## config.mk

```make
export PLATFORM = sky130hd
export DESIGN_NAME = dda_line_rasterizer_flat
export DESIGN_NICKNAME = d
export VERILOG_FILES = /design/src/sv/dda_pkg.sv /design/src/sv/dda_if.sv /design/src/sv/dda_div.sv /design/src/sv/dda_line_rasterizer.sv /design/src/flat_wrapper.sv
export SDC_FILE = /design/constraint.sdc
export NUM_CORES = 1
export LEC_CHECK = 0
export BUFFER_PORTS_ARGS = -buffer_cell sky130_fd_sc_hd__buf_2
export CELL_PAD_IN_SITES_DETAIL_PLACEMENT = 1
export CELL_PAD_IN_SITES_GLOBAL_PLACEMENT = 2
export CORE_MARGIN = 2
export CORE_UTILIZATION = 43
export CTS_CLUSTER_DIAMETER = 80
export DETAILED_ROUTE_END_ITERATION = 6
export PLACE_DENSITY_LB_ADDON = 0.1
export SLEW_MARGIN = 25
export SYNTH_ARGS = -nofsm -noshare
export SYNTH_HDL_FRONTEND = slang
export SYNTH_SLANG_ARGS = --single-unit
```

## constraint.sdc

```tcl
create_clock -name i_clk -period 15.5 [get_ports i_clk]
set_input_delay 3.1 -clock i_clk [delete_from_list [all_inputs] [get_ports i_clk]]
set_output_delay 3.1 -clock i_clk [all_outputs]
set_load 0.02 [all_outputs]
```

## src/sv/dda_pkg.sv

```systemverilog
// shared constants, codes and types of the dda line rasterizer
package dda_pkg;

    // default geometry
    localparam int COORD_BITS_DEF = 12;
    localparam int FRAC_BITS_DEF  = 16;

    // request codes
    localparam logic REQ_START   = 1'b0;
    localparam logic REQ_ADVANCE = 1'b1;

    // sequencer states
    typedef enum logic [2:0] {
        S_IDLE,
        S_SETUP,
        S_DIV_X,
        S_DIV_Y,
        S_OUT
    } t_state;

    // divider status towards the sequencer
    typedef struct packed {
        logic busy;
        logic done;
    } t_div_stat;

endpackage

```

## src/sv/dda_if.sv

```systemverilog
// request and pixel channel interfaces of the dda line rasterizer
interface dda_req_if #(
    parameter int COORD_BITS = dda_pkg::COORD_BITS_DEF
) ();
    logic                         valid;
    logic                         ready;
    logic                         req_type;
    logic signed [COORD_BITS-1:0] start_x;
    logic signed [COORD_BITS-1:0] start_y;
    logic signed [COORD_BITS-1:0] end_x;
    logic signed [COORD_BITS-1:0] end_y;

    modport source (
        output valid, req_type, start_x, start_y, end_x, end_y,
        input  ready
    );
    modport sink (
        input  valid, req_type, start_x, start_y, end_x, end_y,
        output ready
    );
endinterface

interface dda_pix_if #(
    parameter int COORD_BITS = dda_pkg::COORD_BITS_DEF
) ();
    logic                         valid;
    logic                         ready;
    logic signed [COORD_BITS-1:0] pixel_x;
    logic signed [COORD_BITS-1:0] pixel_y;
    logic                         is_last;
    logic                         no_line;

    modport source (
        output valid, pixel_x, pixel_y, is_last, no_line,
        input  ready
    );
    modport sink (
        input  valid, pixel_x, pixel_y, is_last, no_line,
        output ready
    );
endinterface

```

## src/sv/dda_div.sv

```systemverilog
// shared restoring divider, one quotient bit per cycle
module dda_div #(
    parameter int NUM_BITS = dda_pkg::COORD_BITS_DEF,
    parameter int QUO_BITS = dda_pkg::FRAC_BITS_DEF + 1
) (
    input  logic                  i_clk,
    input  logic                  i_rst_n,
    input  logic                  i_start,
    input  logic [NUM_BITS-1:0]   i_num,
    input  logic [NUM_BITS-1:0]   i_den,
    output dda_pkg::t_div_stat    o_stat,
    output logic [QUO_BITS-1:0]   o_quo
);
    localparam int CNT_W = $clog2(QUO_BITS + 1);

    logic [NUM_BITS:0]   r_rem, n_rem;
    logic [NUM_BITS-1:0] r_den;
    logic [QUO_BITS-1:0] r_quo, n_quo;
    logic [CNT_W-1:0]    r_cnt;
    logic                r_busy;
    logic                r_done;
    logic [NUM_BITS:0]   rem_diff;
    logic                rem_ge;
    logic [NUM_BITS:0]   rem_kept;

    // compare and subtract, then shift for the next bit
    always_comb begin
        rem_diff = r_rem - {1'b0, r_den};
        rem_ge   = (r_rem >= {1'b0, r_den});
        rem_kept = rem_ge ? rem_diff : r_rem;
        n_rem    = {rem_kept[NUM_BITS-1:0], 1'b0};
        n_quo    = {r_quo[QUO_BITS-2:0], rem_ge};
    end

    // control
    always_ff @(posedge i_clk) begin
        if (!i_rst_n) begin
            r_busy <= 1'b0;
            r_done <= 1'b0;
            r_cnt  <= '0;
        end else if (i_start) begin
            r_busy <= 1'b1;
            r_done <= 1'b0;
            r_cnt  <= '0;
        end else if (r_busy) begin
            r_cnt <= r_cnt + CNT_W'(1);
            if (r_cnt == CNT_W'(QUO_BITS - 1)) begin
                r_busy <= 1'b0;
                r_done <= 1'b1;
            end
        end else begin
            r_done <= 1'b0;
        end
    end

    // datapath
    always_ff @(posedge i_clk) begin
        if (i_start) begin
            r_rem <= {1'b0, i_num};
            r_den <= i_den;
            r_quo <= '0;
        end else if (r_busy) begin
            r_rem <= n_rem;
            r_quo <= n_quo;
        end
    end

    assign o_stat.busy = r_busy;
    assign o_stat.done = r_done;
    assign o_quo       = r_quo;

endmodule

```

## src/sv/dda_line_rasterizer.sv

```systemverilog
// dda line rasterizer top level: sequencer, position state and output word
//
// Request channel i_req carries a word per request. req_type start brings
// two endpoints; req_type advance moves to the next point. Every accepted
// request gives exactly one word on o_pix: the pixel (position truncated
// toward zero), is_last on the final point of the line, and no_line when an
// advance finds no active line (coordinates and is_last then zero).
// A start sets length to the larger axis difference and divides each axis
// difference by it into a fixed-point step on one shared restoring divider,
// one quotient bit per cycle, x first then y (no division when the line
// has zero length). An advance is one add per axis; its word passes from the
// output state into the output register, and the next request can be taken
// once the sequencer has gone back to idle after loading the output word.
// One request is worked on at a time; i_req.ready is high only while the
// sequencer waits for a request, and it stays high while a finished word
// is held in the output register. If o_pix is stalled the sequencer holds
// its result until the output register is free.
// Reset clears the line state (no active line) and empties the output.
module dda_line_rasterizer #(
    parameter int COORD_BITS = dda_pkg::COORD_BITS_DEF,
    parameter int FRAC_BITS  = dda_pkg::FRAC_BITS_DEF
) (
    input  logic  i_clk,
    input  logic  i_rst_n,
    dda_req_if.sink   i_req,
    dda_pix_if.source o_pix
);
    localparam int DW     = COORD_BITS + 1;
    localparam int POS_W  = COORD_BITS + 1 + FRAC_BITS;
    localparam int STEP_W = FRAC_BITS + 2;
    localparam int QUO_W  = FRAC_BITS + 1;
    localparam int LEFT_W = COORD_BITS + 1;
    localparam logic [POS_W-1:0] HALF      = POS_W'(1) << (FRAC_BITS - 1);
    localparam logic [POS_W-1:0] FRAC_MASK = (POS_W'(1) << FRAC_BITS) - POS_W'(1);

    dda_pkg::t_state r_state, n_state;

    logic signed [COORD_BITS-1:0] r_x1, r_y1, r_x2, r_y2;
    logic signed [COORD_BITS-1:0] n_x1, n_y1, n_x2, n_y2;
    logic [POS_W-1:0]      r_pos_x, r_pos_y, n_pos_x, n_pos_y;
    logic [STEP_W-1:0]     r_step_x, r_step_y, n_step_x, n_step_y;
    logic [LEFT_W-1:0]     r_left, n_left;
    logic                  r_active, n_active;
    logic                  r_last, n_last;
    logic                  r_noline, n_noline;
    logic [COORD_BITS-1:0] r_len, n_len;
    logic [COORD_BITS-1:0] r_ay, n_ay;
    logic                  r_neg_x, r_neg_y, n_neg_x, n_neg_y;

    logic                  r_out_valid, n_out_valid;
    logic [COORD_BITS-1:0] r_pix_x, r_pix_y, n_pix_x, n_pix_y;
    logic                  r_is_last, r_no_line, n_is_last, n_no_line;

    logic [DW-1:0]         dx, dy, ax_full, ay_full;
    logic [COORD_BITS-1:0] ax, ay, len;
    logic                  dx_pos, dx_neg, dy_pos, dy_neg;
    logic [POS_W-1:0]      base_x, base_y;
    logic                  out_free;
    logic                  req_acc;
    logic                  div_start;
    logic [COORD_BITS-1:0] div_num;
    logic [COORD_BITS-1:0] div_den;
    dda_pkg::t_div_stat    div_stat;
    logic [QUO_W-1:0]      div_quo;
    logic [STEP_W-1:0]     quo_ext;

    // position to pixel, truncated toward zero
    function automatic logic [COORD_BITS-1:0] to_pixel(input logic [POS_W-1:0] p);
        logic [POS_W-1:0] biased;
        biased = p + (p[POS_W-1] ? FRAC_MASK : '0);
        return biased[FRAC_BITS +: COORD_BITS];
    endfunction

    // shared divider
    dda_div #(
        .NUM_BITS (COORD_BITS),
        .QUO_BITS (QUO_W)
    ) u_div (
        .i_clk   (i_clk),
        .i_rst_n (i_rst_n),
        .i_start (div_start),
        .i_num   (div_num),
        .i_den   (div_den),
        .o_stat  (div_stat),
        .o_quo   (div_quo)
    );

    // line geometry from the latched endpoints
    always_comb begin
        dx      = {r_x2[COORD_BITS-1], r_x2} - {r_x1[COORD_BITS-1], r_x1};
        dy      = {r_y2[COORD_BITS-1], r_y2} - {r_y1[COORD_BITS-1], r_y1};
        ax_full = dx[DW-1] ? (~dx + DW'(1)) : dx;
        ay_full = dy[DW-1] ? (~dy + DW'(1)) : dy;
        ax      = ax_full[COORD_BITS-1:0];
        ay      = ay_full[COORD_BITS-1:0];
        len     = (ax >= ay) ? ax : ay;
        dx_neg  = dx[DW-1];
        dy_neg  = dy[DW-1];
        dx_pos  = !dx[DW-1] && (dx != '0);
        dy_pos  = !dy[DW-1] && (dy != '0);
        base_x  = {r_x1[COORD_BITS-1], r_x1, {FRAC_BITS{1'b0}}};
        base_y  = {r_y1[COORD_BITS-1], r_y1, {FRAC_BITS{1'b0}}};
    end

    assign req_acc  = i_req.valid && (r_state == dda_pkg::S_IDLE);
    assign out_free = !r_out_valid || o_pix.ready;
    assign quo_ext  = {1'b0, div_quo};
    assign div_num  = (r_state == dda_pkg::S_SETUP) ? ax : r_ay;
    // the length is not yet registered when the x division starts
    assign div_den  = (r_state == dda_pkg::S_SETUP) ? len : r_len;

    // sequencer: next state and register updates
    always_comb begin
        n_state     = r_state;
        n_x1        = r_x1;
        n_y1        = r_y1;
        n_x2        = r_x2;
        n_y2        = r_y2;
        n_pos_x     = r_pos_x;
        n_pos_y     = r_pos_y;
        n_step_x    = r_step_x;
        n_step_y    = r_step_y;
        n_left      = r_left;
        n_active    = r_active;
        n_last      = r_last;
        n_noline    = r_noline;
        n_len       = r_len;
        n_ay        = r_ay;
        n_neg_x     = r_neg_x;
        n_neg_y     = r_neg_y;
        n_out_valid = r_out_valid && !o_pix.ready;
        n_pix_x     = r_pix_x;
        n_pix_y     = r_pix_y;
        n_is_last   = r_is_last;
        n_no_line   = r_no_line;
        div_start   = 1'b0;
        i_req.ready = 1'b0;

        case (r_state)
            dda_pkg::S_IDLE: begin
                i_req.ready = 1'b1;
                if (req_acc) begin
                    if (i_req.req_type == dda_pkg::REQ_START) begin
                        n_x1    = i_req.start_x;
                        n_y1    = i_req.start_y;
                        n_x2    = i_req.end_x;
                        n_y2    = i_req.end_y;
                        n_state = dda_pkg::S_SETUP;
                    end else if (!r_active || r_left == '0) begin
                        n_active = 1'b0;
                        n_noline = 1'b1;
                        n_last   = 1'b0;
                        n_state  = dda_pkg::S_OUT;
                    end else begin
                        n_pos_x  = r_pos_x + {{(POS_W-STEP_W){r_step_x[STEP_W-1]}}, r_step_x};
                        n_pos_y  = r_pos_y + {{(POS_W-STEP_W){r_step_y[STEP_W-1]}}, r_step_y};
                        n_left   = r_left - LEFT_W'(1);
                        n_active = (r_left != LEFT_W'(1));
                        n_last   = (r_left == LEFT_W'(1));
                        n_noline = 1'b0;
                        n_state  = dda_pkg::S_OUT;
                    end
                end
            end
            dda_pkg::S_SETUP: begin
                n_pos_x  = base_x + (dx_pos ? HALF : (dx_neg ? (~HALF + POS_W'(1)) : '0));
                n_pos_y  = base_y + (dy_pos ? HALF : (dy_neg ? (~HALF + POS_W'(1)) : '0));
                n_neg_x  = dx_neg;
                n_neg_y  = dy_neg;
                n_ay     = ay;
                n_len    = len;
                n_left   = {1'b0, len};
                n_active = (len != '0);
                n_last   = (len == '0);
                n_noline = 1'b0;
                if (len == '0) begin
                    n_step_x = '0;
                    n_step_y = '0;
                    n_state  = dda_pkg::S_OUT;
                end else begin
                    div_start = 1'b1;
                    n_state   = dda_pkg::S_DIV_X;
                end
            end
            dda_pkg::S_DIV_X: begin
                if (div_stat.done) begin
                    n_step_x  = r_neg_x ? (~quo_ext + STEP_W'(1)) : quo_ext;
                    div_start = 1'b1;
                    n_state   = dda_pkg::S_DIV_Y;
                end
            end
            dda_pkg::S_DIV_Y: begin
                if (div_stat.done) begin
                    n_step_y = r_neg_y ? (~quo_ext + STEP_W'(1)) : quo_ext;
                    n_state  = dda_pkg::S_OUT;
                end
            end
            dda_pkg::S_OUT: begin
                if (out_free) begin
                    n_out_valid = 1'b1;
                    n_pix_x     = r_noline ? '0 : to_pixel(r_pos_x);
                    n_pix_y     = r_noline ? '0 : to_pixel(r_pos_y);
                    n_is_last   = r_last;
                    n_no_line   = r_noline;
                    n_state     = dda_pkg::S_IDLE;
                end
            end
            default: begin
                n_state = dda_pkg::S_IDLE;
            end
        endcase
    end

    // state register and control state
    always_ff @(posedge i_clk) begin
        if (!i_rst_n) begin
            r_state     <= dda_pkg::S_IDLE;
            r_pos_x     <= '0;
            r_pos_y     <= '0;
            r_step_x    <= '0;
            r_step_y    <= '0;
            r_left      <= '0;
            r_active    <= 1'b0;
            r_out_valid <= 1'b0;
        end else begin
            r_state     <= n_state;
            r_pos_x     <= n_pos_x;
            r_pos_y     <= n_pos_y;
            r_step_x    <= n_step_x;
            r_step_y    <= n_step_y;
            r_left      <= n_left;
            r_active    <= n_active;
            r_out_valid <= n_out_valid;
        end
    end

    // payload registers
    always_ff @(posedge i_clk) begin
        r_x1      <= n_x1;
        r_y1      <= n_y1;
        r_x2      <= n_x2;
        r_y2      <= n_y2;
        r_last    <= n_last;
        r_noline  <= n_noline;
        r_len     <= n_len;
        r_ay      <= n_ay;
        r_neg_x   <= n_neg_x;
        r_neg_y   <= n_neg_y;
        r_pix_x   <= n_pix_x;
        r_pix_y   <= n_pix_y;
        r_is_last <= n_is_last;
        r_no_line <= n_no_line;
    end

    // output word
    assign o_pix.valid   = r_out_valid;
    assign o_pix.pixel_x = r_pix_x;
    assign o_pix.pixel_y = r_pix_y;
    assign o_pix.is_last = r_is_last;
    assign o_pix.no_line = r_no_line;

    // an active line always has points to give
    a_active_has_points: assert property (@(posedge i_clk) disable iff (!i_rst_n)
        r_active |-> (r_left != '0))
        else $error("active line with no points left");

    // the divider only runs while a start is being set up
    a_div_in_seq: assert property (@(posedge i_clk) disable iff (!i_rst_n)
        (div_stat.busy || div_stat.done) |->
            (r_state == dda_pkg::S_DIV_X || r_state == dda_pkg::S_DIV_Y))
        else $error("divider running outside the division states");

    // a step magnitude never exceeds one pixel
    a_step_range: assert property (@(posedge i_clk) disable iff (!i_rst_n)
        div_stat.done |-> (div_quo <= (QUO_W'(1) << FRAC_BITS)))
        else $error("step magnitude above one pixel");

    // a no-line word carries zero coordinates and no last flag
    a_no_line_zero: assert property (@(posedge i_clk) disable iff (!i_rst_n)
        (r_out_valid && r_no_line) |-> (r_pix_x == '0 && r_pix_y == '0 && !r_is_last))
        else $error("no-line word with non-zero payload");

    // a word is loaded only when leaving the output state
    a_load_from_out: assert property (@(posedge i_clk) disable iff (!i_rst_n)
        $rose(r_out_valid) |-> ($past(r_state) == dda_pkg::S_OUT))
        else $error("output word loaded outside the output state");

endmodule

```

## src/flat_wrapper.sv

```systemverilog
// flat-port wrapper written by rule: the top's interface ports become plain ports
module dda_line_rasterizer_flat 
#(
    parameter int COORD_BITS = dda_pkg::COORD_BITS_DEF,
    parameter int FRAC_BITS  = dda_pkg::FRAC_BITS_DEF
)
  (i_clk, i_rst_n, i_req_valid, i_req_req_type, i_req_start_x, i_req_start_y, i_req_end_x, i_req_end_y, i_req_ready, o_pix_valid, o_pix_pixel_x, o_pix_pixel_y, o_pix_is_last, o_pix_no_line, o_pix_ready);
  dda_req_if #(.COORD_BITS(COORD_BITS)) i_req_i ();
  dda_pix_if #(.COORD_BITS(COORD_BITS)) o_pix_i ();
  input  logic i_clk;
  input  logic i_rst_n;
  input wire logic [$bits(i_req_i.valid)-1:0] i_req_valid;
  input wire logic [$bits(i_req_i.req_type)-1:0] i_req_req_type;
  input wire logic [$bits(i_req_i.start_x)-1:0] i_req_start_x;
  input wire logic [$bits(i_req_i.start_y)-1:0] i_req_start_y;
  input wire logic [$bits(i_req_i.end_x)-1:0] i_req_end_x;
  input wire logic [$bits(i_req_i.end_y)-1:0] i_req_end_y;
  output wire logic [$bits(i_req_i.ready)-1:0] i_req_ready;
  output wire logic [$bits(o_pix_i.valid)-1:0] o_pix_valid;
  output wire logic [$bits(o_pix_i.pixel_x)-1:0] o_pix_pixel_x;
  output wire logic [$bits(o_pix_i.pixel_y)-1:0] o_pix_pixel_y;
  output wire logic [$bits(o_pix_i.is_last)-1:0] o_pix_is_last;
  output wire logic [$bits(o_pix_i.no_line)-1:0] o_pix_no_line;
  input wire logic [$bits(o_pix_i.ready)-1:0] o_pix_ready;
  assign i_req_i.valid = i_req_valid;
  assign i_req_i.req_type = i_req_req_type;
  assign i_req_i.start_x = i_req_start_x;
  assign i_req_i.start_y = i_req_start_y;
  assign i_req_i.end_x = i_req_end_x;
  assign i_req_i.end_y = i_req_end_y;
  assign i_req_ready = i_req_i.ready;
  assign o_pix_valid = o_pix_i.valid;
  assign o_pix_pixel_x = o_pix_i.pixel_x;
  assign o_pix_pixel_y = o_pix_i.pixel_y;
  assign o_pix_is_last = o_pix_i.is_last;
  assign o_pix_no_line = o_pix_i.no_line;
  assign o_pix_i.ready = o_pix_ready;
  dda_line_rasterizer #(.COORD_BITS(COORD_BITS), .FRAC_BITS(FRAC_BITS)) u_core (.i_clk(i_clk), .i_rst_n(i_rst_n), .i_req(i_req_i), .o_pix(o_pix_i));
endmodule
```

### Word level (Yosys, flattened, before mapping)

Cells that the tools add are included.

| word-level totals | value |
|---|---|
| register bits | 263 |
| bits of input ports | 53 |
| output and inout port bits | 28 |

| operators by class | value |
|---|---|
| add/subtract/negate cells | 14 |
| order comparisons | 2 |
| equality and inequality tests | 14 |
| multiplexer cells | 61 |
| bitwise gates (word level) | 6 |
| reductions and logical operators | 30 |

Operator list:

| cell | number |
|---|---|
| $mux 29 | 10 |
| $add 29x29->29 | 4 |
| $pmux 29 s2 | 2 |
| $mux 12 | 8 |
| $mux 18 | 5 |
| $pmux 18 s2 | 2 |
| $add 28x28->28 | 2 |
| $mux 13 | 3 |
| $mux 16 | 2 |
| $pmux 13 s2 | 1 |
| $reduce_bool 13->1 | 2 |
| $sub 12x12->13 | 2 |
| $add 12x1->12 const B | 2 |
| $not 12->12 | 2 |
| $add 18x1->18 const B | 1 |
| $mux 3 | 6 |
| $not 17->18 | 1 |
| $mux 1 | 17 |
| $pmux 3 s5 | 1 |
| $eq 13x1->1 const B | 1 |
| $ge 13x12->1 | 1 |
| $logic_not 13->1 | 1 |
| $ne 13x1->1 const B | 1 |
| $sub 13x1->13 const B | 1 |
| 23 further kinds | 49 |

### Depth between registers and ports, before layout

Gate-level depths: netlist of the first run.

| depth | value |
|---|---|
| word-level depth | 10 |
| gate-level depth with buffers | 26 |
| depth with buffers taken out | 23 |

### By module

A second synthesis of the first run with hierarchy kept.

| second synthesis, totals | value |
|---|---|
| cell total of the unflattened synthesis | 2115 |
| area, all modules | 18351.4 um2 |

By module, submodules not included:

| module | times used | cells each | area each (um2) | seq. area each (um2) |
|---|---|---|---|---|
| dda_line_rasterizer | 1 | 1860 | 15773.9 | 5185.0 |
| dda_div | 1 | 255 | 2577.5 | 1221.2 |

### Worst setup path before layout of the first run

Ideal clock, no wire load.

| timing path | value |
|---|---|
| path kind | input port to flip-flop |
| start | in i_req_req_type |
| end | reg u_core.r_x1[0] (enable) |
| library setup time | 573 ps |
| data arrival time | 7810 ps |
| path slack | 7118 ps |
| stages on the path | 2 |
| buffers on the path | 0 |
| cell sequence | nand2b_1 > nor4_1 |

| on the way | value |
|---|---|
| cells in the longest elaborated chain, start to end | 2 |

RTL lines:

| item | RTL line | text |
|---|---|---|
| start, declared | flat_wrapper.sv:13 | `input wire logic [$bits(i_req_i.req_type)-1:0] i_req_req_type;` |
| $not 1->1 (no line) | - |  |
| $reduce_and 3->1 (no line) | - |  |
| end signal, assigned | dda_line_rasterizer.sv:239 | `r_x1 <= n_x1;` |
| end, declared | dda_line_rasterizer.sv:38 | `logic signed [COORD_BITS-1:0] r_x1, r_y1, r_x2, r_y2;` |

Every way passes these cells.
A chain may end at the register's enable or synchronous reset.

### Worst setup path in the final report of the first run

| timing path | value |
|---|---|
| start | reg u_core.r_x1[0] |
| end | reg u_core.u_div.r_rem[6] (enable) |

| on the way | value |
|---|---|
| elaborated cells on any way between the ends | 10 |
| those cells by class | 2 x add/sub; 1 x order compare; 4 x mux; 1 x bitwise; 2 x reduce/logical |

RTL lines:

| item | RTL line | text |
|---|---|---|
| $sub 12x12->13 * | dda_line_rasterizer.sv:90 | `dx = {r_x2[COORD_BITS-1], r_x2} - {r_x1[COORD_BITS-1], r_x1};` |
| via u_core.dx[12] | dda_line_rasterizer.sv:54 | `logic [DW-1:0] dx, dy, ax_full, ay_full;` |
| $mux 12 * | dda_line_rasterizer.sv:92 | `ax_full = dx[DW-1] ? (~dx + DW'(1)) : dx;` |
| $ge 12x12->1 | dda_line_rasterizer.sv:96 | `len = (ax >= ay) ? ax : ay;` |
| $mux 12 * | dda_line_rasterizer.sv:96 |  |
| $logic_not 12->1 * | dda_line_rasterizer.sv:176 | `if (len == '0) begin` |
| $mux 1 * | dda_line_rasterizer.sv:176 |  |
| $pmux 1 s2 * | dda_line_rasterizer.sv:139 | `case (r_state)` |
| $reduce_bool 2->1 (no line) * | - |  |
| end signal, assigned | dda_div.sv:59 | `r_rem <= {1'b0, i_num};` |
| end signal, assigned | dda_div.sv:63 | `r_rem <= n_rem;` |
| end, declared | dda_div.sv:16 | `logic [NUM_BITS:0] r_rem, n_rem;` |

The timed path passes the listed nets; every way through them passes the cells marked *.

==> results of run 1 <==
==> placed cells by master (no fill, tap or decap), types with 7 or more instances in the layout <==
| cell type | instances |
|---|---|
| a211oi_1 | 23 |
| nand2b_1 | 24 |
| o21ai_0 | 103 |
| edfxtp_1 | 114 |
| a31oi_1 | 14 |
| buf_2 | 80 |
| o22ai_1 | 8 |
| o2bb2ai_1 | 27 |
| a21o_1 | 60 |
| nor3_1 | 47 |
| o21bai_1 | 14 |
| nor2b_1 | 40 |
| a22oi_1 | 18 |
| nand3_1 | 53 |
| ha_1 | 165 |
| a21oi_1 | 156 |
| and3_1 | 17 |
| a211o_1 | 9 |
| or2_2 | 8 |
| fa_1 | 7 |
| buf_4 | 17 |
| nor2_1 | 152 |
| mux2i_1 | 52 |
| nand4_1 | 24 |
| o211ai_1 | 14 |
| a2111oi_0 | 8 |
| nor4_1 | 7 |
| clkinv_2 | 9 |
| inv_1 | 112 |
| o31ai_1 | 11 |
| nand2_1 | 192 |
| dfxtp_1 | 149 |
| o21a_1 | 23 |
| or3_1 | 30 |
| xor2_1 | 74 |
| clkbuf_16 | 39 |
| xnor2_1 | 77 |
==> state kept, by name, indices dropped and copies added (netlist names), 13 cells and up <==
name / flops
u_core.r_step_y: 18
u_core.r_left: 13
u_core.u_div.o_quo: 17
u_core.u_div.r_rem: 13
u_core.r_pos_y: 29
u_core.r_pos_x: 29
u_core.r_step_x: 18
==> metrics by stage <==
| step | area, µm² | hold WS, ns | cells | util [%] |
|---|---|---|---|---|
| finish | 20210 | 0.4386 | 2654 | 48.52 |
| global route | 20210 | 0.4396 | 2654 | 48.52 |
| CTS | 20190 | 0.4402 | 2653 | 48.47 |
| detailed placement | 18970 | 0.4227 | 2587 | 45.53 |
| global placement | 18970 | 0.4040 | 2587 | 45.53 |
| floorplan | 18070 | 0.4003 | 2034 | - |
==> worst max-delay path by stage <==
stage | start | endpoint | cells after the start
floorplan | i_req_req_type | u_core.r_x1[0] | 2
global route | u_core.r_x1[0] | u_core.u_div.r_rem[1] | 18
finish | u_core.r_x1[0] | u_core.u_div.r_rem[6] | 18
detailed placement | u_core.r_y1[0] | u_core.u_div.r_rem[5] | 22
CTS | u_core.r_y1[0] | u_core.u_div.r_rem[1] | 22
global placement | u_core.r_y1[0] | u_core.u_div.r_rem[7] | 22
==> worst max-delay path: stages (launching register included) <==
cell,delay (ns)
edfxtp_1,0.40
ha_1,0.23
fa_1,0.42
nand2b_1,0.20
a21o_1,0.23
a211oi_1,0.21
o22a_1,0.43
clkinv_1,0.69
o21ai_0,0.64
ha_1,0.32
a21o_1,0.15
a21oi_1,0.14
o21ai_0,0.17
o21ai_2,0.56
clkinv_1,0.48
o32a_1,0.47
or4_1,0.82
a21oi_4,0.70
nand2b_1,0.48
==> cell type report <==
class | instances | area (µm²) | share of cell area [%]
multi-input cells | 1572 | 10930 | 54.07
well taps | 539 | 674.4 | 3.336
repair buffers | 98 | 543.0 | 2.686
flip-flops and latches | 263 | 6406 | 31.69
clock buffers | 47 | 1036 | 5.125
clock inverters | 19 | 188.9 | 0.9346
inverters | 116 | 435.4 | 2.154
==> power breakdown <==
group | internal [mW] | switching, mW
sequential | 0.809 | 0.0526
combinational | 0.328 | 0.583
clock | 0.524 | 0.331
==> kinds of logic after synthesis <==
| kind of cell | synth area share, % |
|---|---|
| multiplexers | 3.130 |
| AO/OA/AOI/OAI | 20.71 |
| flip-flops | 35.45 |
| XOR/XNOR | 7.409 |
| buffers and inverters | 4.245 |
| adder cells (fa/ha/maj) | 12.20 |
| AND/OR/NAND/NOR | 16.85 |
==> synth_stat cells, types with 9 or more instances <==
master     count
nand2_1      193
ha_1         165
a21oi_1      156
nor2_1       152
dfxtp_1      149
edfxtp_1     114
inv_1        113
o21ai_0      103
xnor2_1       77
xor2_1        74
clkbuf_1      68
a21o_1        60
nand3_1       53
mux2i_1       52
nor3_1        48
nor2b_1       40
or3_1         30
o2bb2ai_1     27
nand2b_1      25
nand4_1       24
a211oi_1      23
o21a_1        23
a22oi_1       18
and3_1        17
a31oi_1       14
o211ai_1      14
o21bai_1      14
o31ai_1       11
a2111oi_0      9
a211o_1        9
==> routing by layer <==
metal,GRT usage (%),vias up
met5,0,-
met1,34.56,7575
li1,-,7511
met2,43.15,197
met4,6.305,2
met3,2.735,69
==> results.toml, run 1 <==
[place]
port_buffers = 80
gp_congestion = 0.8644
pre_cts_ws_ns = 7.010
dpl.hpwl_mm = 42.00

[synthesis]
syn_avg_cell_area_um2 = 8.884
syn_inst = 2034
synth_area_um2 = 18070
synth_flop_cell = "dfxtp_1"
yosysUniqueCellTypes = 86
ys_ff_latch = 263
ys_top_cells_by_area = "edfxtp_1 (19%), dfxtp_1 (17%), ha_1 (11%), a21oi_1 (4.3%), nand2_1 (4.0%)"
ys_warn_count = 0
synth_top_area_share_pct = 18.94
yosys.area.top_type = "edfxtp_1"
synth_nets = 2259
synthArstFlopShare_pct = 0
synth_edf_count = 114
synth_seq_area_share_pct = 35.45

[clock_tree]
numCtsBuffers = 36
cts.path.max_buffers = 3
path_clk_slew_ns = 0.06
cts_resized = 0
cts_setup_buffers = 0
htree_levels = 2
cts.sinks = 263
insertion_delay_ns = 0.55
holdBufCountCts = 0
cts_root_buf = "clkbuf_16"
cts_tree = "built"

[floorplanning]
io_pins = 81
die_area_um2 = 43680
start_util_pct = 43.37
fp.coreArea_um2 = 41670
die_w_um = 209.0
chipHeight_um = 209.0
num_rows = 75

[flow_run]
maxCapViolations = 0

[global_routing]
grt_pass1_wl_mm = 87.61
grt_usage_pct = 25.39
antenna_found_initial = 1
grt_max_degree = 75
grt_overflow_total = 0
grt_pass1_vias = 15600

[min_path]
hold_end = "u_core.o_pix.is_last"
min_from = "u_core.r_last"
hp-class = "reg2reg"
hold_depth = 0

[cells_and_area]
area_growth_pct = 11.87
finalNetCount = 2312
diodes = 0
n_fill_cell = 4875
drive_gt1_share_pct = 9.362

[timing]
post-route-period-util_pct = 52.45
max_freq_ghz = 0.1230
fin_skew_ns = 0.02431
rsz0062_at_grt = "false"
fin_ws_ns = 7.370
hold_viol_final = 0
worst_pin_slew_ns = 0.8995
tns_ns = 0
relSlewSlack_pct = 39.81
report.final.slew_viol_count = 0
period_minus_slack_ns = 8.130
setup_viol = 0

[route]
num_vias = 15350
wl_mm = 55.35
drt-initial-drc-count = 725
ant_nets = 0
drc = 0
top_layer = "met5"
wl_met1_mm = 26.50
wl_per_cell_um = 20.85
routed-wl-met2_mm = 26.31
drt-pass1-iter-count = 5
wl_met3_mm = 1.469
via_per_inst = 5.785

[pwr]
power.density_nw_per_um2 = 130.0
p_leak_nw = 8.747
p_total_mw = 2.627
ir_worst_vdd_uv = 82.43

[setup_path]
required_ns = 15.68
r2r_slack_ns = 7.37
reg2reg_from = "u_core.r_x1[0]"
endpoint_kind = "flip-flop"
critical_path_arrival_ns = 8.31
crit_type = "reg2reg"
rr_endpoint = "u_core.u_div.r_rem[6]"
reg2regPathDepth = 18
worstPathMaxFanout = 32
critPathLaunchType = "flip-flop"

[run_status]
status = "finished clean"
Note: power is estimated with default switching activity, not from simulation.
==> run 2, diff against run 1 <==
Settings changed: CORE_UTILIZATION 43 to 36.
Clock period 15.5 ns to 6.95 ns, I/O delays scaled along.
==> results.toml, run 2 (synthesized netlist as in run 1, its figures left out) <==
[timing]
setup_viol = 0
max_freq_ghz = 0.1545
fin_ws_ns = 0.4758
hold_viol_final = 0
rsz0062_at_grt = "false"
post-route-period-util_pct = 93.15
worst_pin_slew_ns = 0.9979
report.final.slew_viol_count = 0
fin_skew_ns = 0.02128
tns_ns = 0
period_minus_slack_ns = 6.474
relSlewSlack_pct = 31.75

[floorplanning]
chipHeight_um = 228.0
fp.coreArea_um2 = 49860
num_rows = 82
die_area_um2 = 52000
die_w_um = 228.0
io_pins = 81
start_util_pct = 36.24

[cells_and_area]
utilization_pct = 40.75
final_common_cell = "nand2_1"
layout_common_cells = "nand2_1 (192), ha_1 (165), a21oi_1 (156), nor2_1 (151), dfxtp_1 (149)"
n_fill_cell = 5854
drive_gt1_share_pct = 9.310
area_growth_pct = 12.46
diodes = 0
stdcell_area_um2 = 20320
stdcell_count = 2788
finalNetCount = 2318
top_regs = "u_core.r_pos_x: 29 flops, u_core.r_pos_y: 29 flops"

[setup_path]
required_ns = 7.13
crit_type = "reg2reg"
critPathMaxStageDelay_ns = 0.65
reg2regPathDepth = 20
critPathLaunchType = "flip-flop"
cp_slowest_cell = "or4_4"
critical_path_arrival_ns = 6.66
worstPathMaxFanout = 16
path_cells = "ha_1 > fa_1 > nand2b_1 > a21oi_1 > xor2_1 > or3_1 > nor4_2 > nor2_1 > xnor2_1 > ha_1 > a21o_1 > a21o_1 > a21oi_1 > nand2_1 > o21ai_1 > clkinv_1 > o32a_1 > or4_4 > a21oi_4 > nand2b_1"
endpoint_kind = "flip-flop"

[clock_tree]
insertion_delay_ns = 0.55
path_clk_slew_ns = 0.06
cts.path.max_buffers = 3
cts_root_buf = "clkbuf_16"
cts_tree = "built"
htree_levels = 2
numCtsBuffers = 35
holdBufCountCts = 0
cts.sinks = 263

[route]
drt-initial-drc-count = 737
num_vias = 15180
via_per_inst = 5.445
wl_mm = 55.62
ant_nets = 0
drc = 0
drt-pass1-iter-count = 5
wl_per_cell_um = 19.95

[pwr]
p_sw_mw = 2.079
p_clk_share_pct = 31.1
power.density_nw_per_um2 = 280.2
p_leak_nw = 8.712
ir_worst_vdd_uv = 208.6
switching_share_pct = 36.51
intPower_mw = 3.614
pwr-share-comb_pct = 35.1
p_seq_share_pct = 33.8

[run_status]
status = "finished clean"

[global_routing]
antenna_found_initial = 0
grt_max_degree = 61
grt_usage_pct = 21.21
grt_pass1_vias = 15710
grt_overflow_total = 0
grt_pass1_wl_mm = 87.96

[min_path]
hp-class = "reg2reg"
hold_depth = 0

[place]
dpl.hpwl_mm = 42.30
place_area_um2 = 19200
gp_congestion = 0.8892
port_buffers = 80
pre_cts_ws_ns = 0.1102
place_inst = 2727

[flow_run]
maxCapViolations = 0
## run 2: final timing paths
path | from | to | slack, ns
max | u_core.r_x1[0] | u_core.u_div.r_rem[0] | 0.48
min | u_core.r_last | u_core.o_pix.is_last | 0.42
max reg2reg | u_core.r_x1[0] | u_core.u_div.r_rem[0] | 0.48
min reg2reg | u_core.r_last | u_core.o_pix.is_last | 0.42
## run 2: per-stage QoR
stage / total power [mW] / hold slack [ns]
global placement: 3.919 / 0.4036
detailed placement: 3.948 / 0.4107
floorplan: 3.333 / 0.4003
CTS: 5.770 / 0.4247
global route: 6.067 / 0.4395
finish: 5.693 / 0.4240
## run 2: what timing repair did
action	in CTS	in global routing
gates resized for setup	0	3
setup endpoints to repair	0	51
setup buffers	0	0
## run 2: worst max-delay path: cells and delay by family, from the launching register on
| family | cells | cell delay, ns |
|---|---|---|
| AO/OA/AOI/OAI | 7 | 1.78 |
| XOR/XNOR | 2 | 0.50 |
| AND/OR/NAND/NOR | 7 | 2.15 |
| flip-flops | 1 | 0.41 |
| adder cells (fa/ha/maj) | 3 | 0.96 |
| buffers and inverters | 1 | 0.30 |
## run 2: layer usage
metal / track usage, % / part of all wire [%]
met1: 28.82 / 49
met2: 34.72 / 45
met3: 2.538 / 2.7
met4: 7.598 / 3.2
met5: 0 / 0
## run 2: final cells by class
cell class | count | area [µm²] | area share (%)
Clock buffer | 46 | 948.4 | 4.667
Clock inverter | 14 | 142.6 | 0.7019
Inverter | 116 | 435.4 | 2.143
Multi-Input combinational cell | 1572 | 10940 | 53.83
Sequential cell | 263 | 6406 | 31.53
Tap cell | 672 | 840.8 | 4.138
Timing Repair Buffer | 105 | 608.1 | 2.992
## run 2: power by group through the flow
stage                     clock network, mW  logic, mW  registers [mW]
final                                  1.77       2.00            1.92
after global routing                   1.89       2.24            1.94
after CTS                              1.84       2.01            1.93
after detailed placement                  0       1.99            1.96
after global placement                    0       1.96            1.95
after floorplan                           0       1.42            1.91
==> run 3, diff against run 2 <==
Settings changed: REMOVE_ABC_BUFFERS set to 1.
==> results.toml, run 3 (synthesized netlist as in run 1, its figures left out) <==
[run_status]
status = "finished clean"

[clock_tree]
path_clk_slew_ns = 0.06
cts_root_buf = "clkbuf_16"
htree_levels = 2
numCtsBuffers = 36
holdBufCountCts = 0
cts_tree = "built"
cts.path.max_buffers = 3
insertion_delay_ns = 0.56
cts.sinks = 263

[setup_path]
critPathLaunchType = "flip-flop"
critPathMaxStageDelay_ns = 0.59
cp_slowest_cell = "or4_1"
crit_type = "reg2reg"
required_ns = 7.26
path_cells = "ha_1 > fa_1 > nand2b_1 > a21o_1 > a211oi_1 > o22a_1 > clkinv_1 > buf_4 > nand2_1 > o21ai_0 > ha_1 > a21o_1 > a21oi_1 > o21ai_0 > o21ai_1 > clkinv_1 > o32a_1 > or4_1 > a21oi_4 > buf_4 > mux2_2"
critical_path_arrival_ns = 6.69
endpoint_kind = "flip-flop"
cp-endpoint = "u_core.u_div.r_rem[2]"
reg2regPathDepth = 21
startpoint = "u_core.r_x1[0]"
r2r_slack_ns = 0.56
rr_endpoint = "u_core.u_div.r_rem[2]"
worstPathMaxFanout = 18
reg2reg_from = "u_core.r_x1[0]"

[place]
dpl.hpwl_mm = 42.31
port_buffers = 80
gp_congestion = 0.8568
pre_cts_ws_ns = 0.1583

[timing]
max_freq_ghz = 0.1566
setup_viol = 0
fin_skew_ns = 0.02748
fin_ws_ns = 0.5644
post-route-period-util_pct = 91.88
whs_ns = 0.4494
tns_ns = 0
relSlewSlack_pct = 35.72
rsz0062_at_grt = "false"
report.final.slew_viol_count = 0
period_minus_slack_ns = 6.386
worst_pin_slew_ns = 0.9560
hold_viol_final = 0

[floorplanning]
chipHeight_um = 228.0
fp.coreArea_um2 = 49860
die_area_um2 = 52000
start_util_pct = 36.24
die_w_um = 228.0
num_rows = 82
io_pins = 81

[cells_and_area]
top_regs = "u_core.r_pos_x: 29 flops, u_core.r_pos_y: 29 flops"
diodes = 0
drive_gt1_share_pct = 9.868
final_common_cell = "nand2_1"
utilization_pct = 41.01
area_growth_pct = 13.16
finalNetCount = 2327
layout_common_cells = "nand2_1 (192), ha_1 (165), a21oi_1 (156), nor2_1 (151), dfxtp_1 (149)"
n_fill_cell = 5841

[route]
ant_nets = 0
drt-pass1-iter-count = 5
drc = 0
drt-initial-drc-count = 810
num_vias = 15330
via_per_inst = 5.476
wl_mm = 56.73
wl_per_cell_um = 20.26

[global_routing]
grt_max_degree = 73
grt_usage_pct = 21.68
antenna_found_initial = 1
grt_overflow_total = 0
grt_pass1_wl_mm = 89.89
grt_pass1_vias = 16070

[flow_run]
maxCapViolations = 0

[pwr]
ir_worst_vdd_uv = 199.1
power.density_nw_per_um2 = 281.4
p_total_mw = 5.753
p_leak_nw = 8.753

[min_path]
hp-class = "reg2reg"
[run 3: cell types whose count changed in the layout (fill, tap and decap cells not counted), sizes merged]
| cell | previous run | this run |
|---|---|---|
| bufinv | 3 | 1 |
| buf | 105 | 113 |
| clkinv | 12 | 14 |
| clkbuf | 46 | 48 |
| inv | 115 | 113 |
| clkinvlp | 0 | 4 |
[run 3: layout make-up]
type                       count  area, µm²  share of cell area (%)
clock buffer                  48       1018                   4.981
multi-input combinational   1572      10940                   53.51
sequential                   263       6406                   31.33
clock inverter                16      121.4                  0.5935
timing repair buffer         113      680.7                   3.329
inverter                     116      439.2                   2.148
tap                          672      840.8                   4.112
[run 3: timing repair]
item | 4_1_cts | 5_1_grt
setup endpoints to repair | 0 | 44
resized for setup | 0 | 3
setup buffers | 0 | 6
endpoints found under the hold margin | 0 | 0
[run 3: power by group]
group | switching, mW | internal (mW)
logic | 1.26 | 0.752
registers | 0.117 | 1.80
clock network | 0.751 | 1.07
[run 3: layer usage]
layer	GRT usage [%]	part of all wire [%]
met1	29.90	49
met2	35.24	45
met3	3.012	3.4
met4	6.454	2.7
met5	0	0
[run 3: how the worst min path moves through the flow]
stage                            from                   end  slack (ns)  depth (start not counted)
floorplan               u_core.r_last  u_core.o_pix.is_last        0.40                          0
global placement        u_core.r_last  u_core.o_pix.is_last        0.41                          0
detailed placement      u_core.r_last  u_core.o_pix.is_last        0.43                          0
CTS                 u_core.r_left[12]     u_core.r_left[12]        0.45                          2
global route            u_core.r_last  u_core.o_pix.is_last        0.47                          0
finish                u_core.r_len[4]       u_core.r_len[4]        0.45                          1
[run 3: critical path: cells and delay by family, from the launching register on]
family,cells,cell delay [ns]
muxes,1,0.33
adders and majority gates,3,1.01
AOI/OAI and AO/OA,10,2.51
and+or+nand+nor,3,0.89
buffers and inverters,4,0.99
DFF,1,0.40
[run 3: stage by stage]
stage | cell area [µm²] | cells
2_1_floorplan | 17740 | 1951
3_3_place_gp | 19240 | 2729
3_5_place_dp | 19250 | 2730
4_1_cts | 20390 | 2794
5_1_grt | 20450 | 2800
6_report | 20450 | 2800
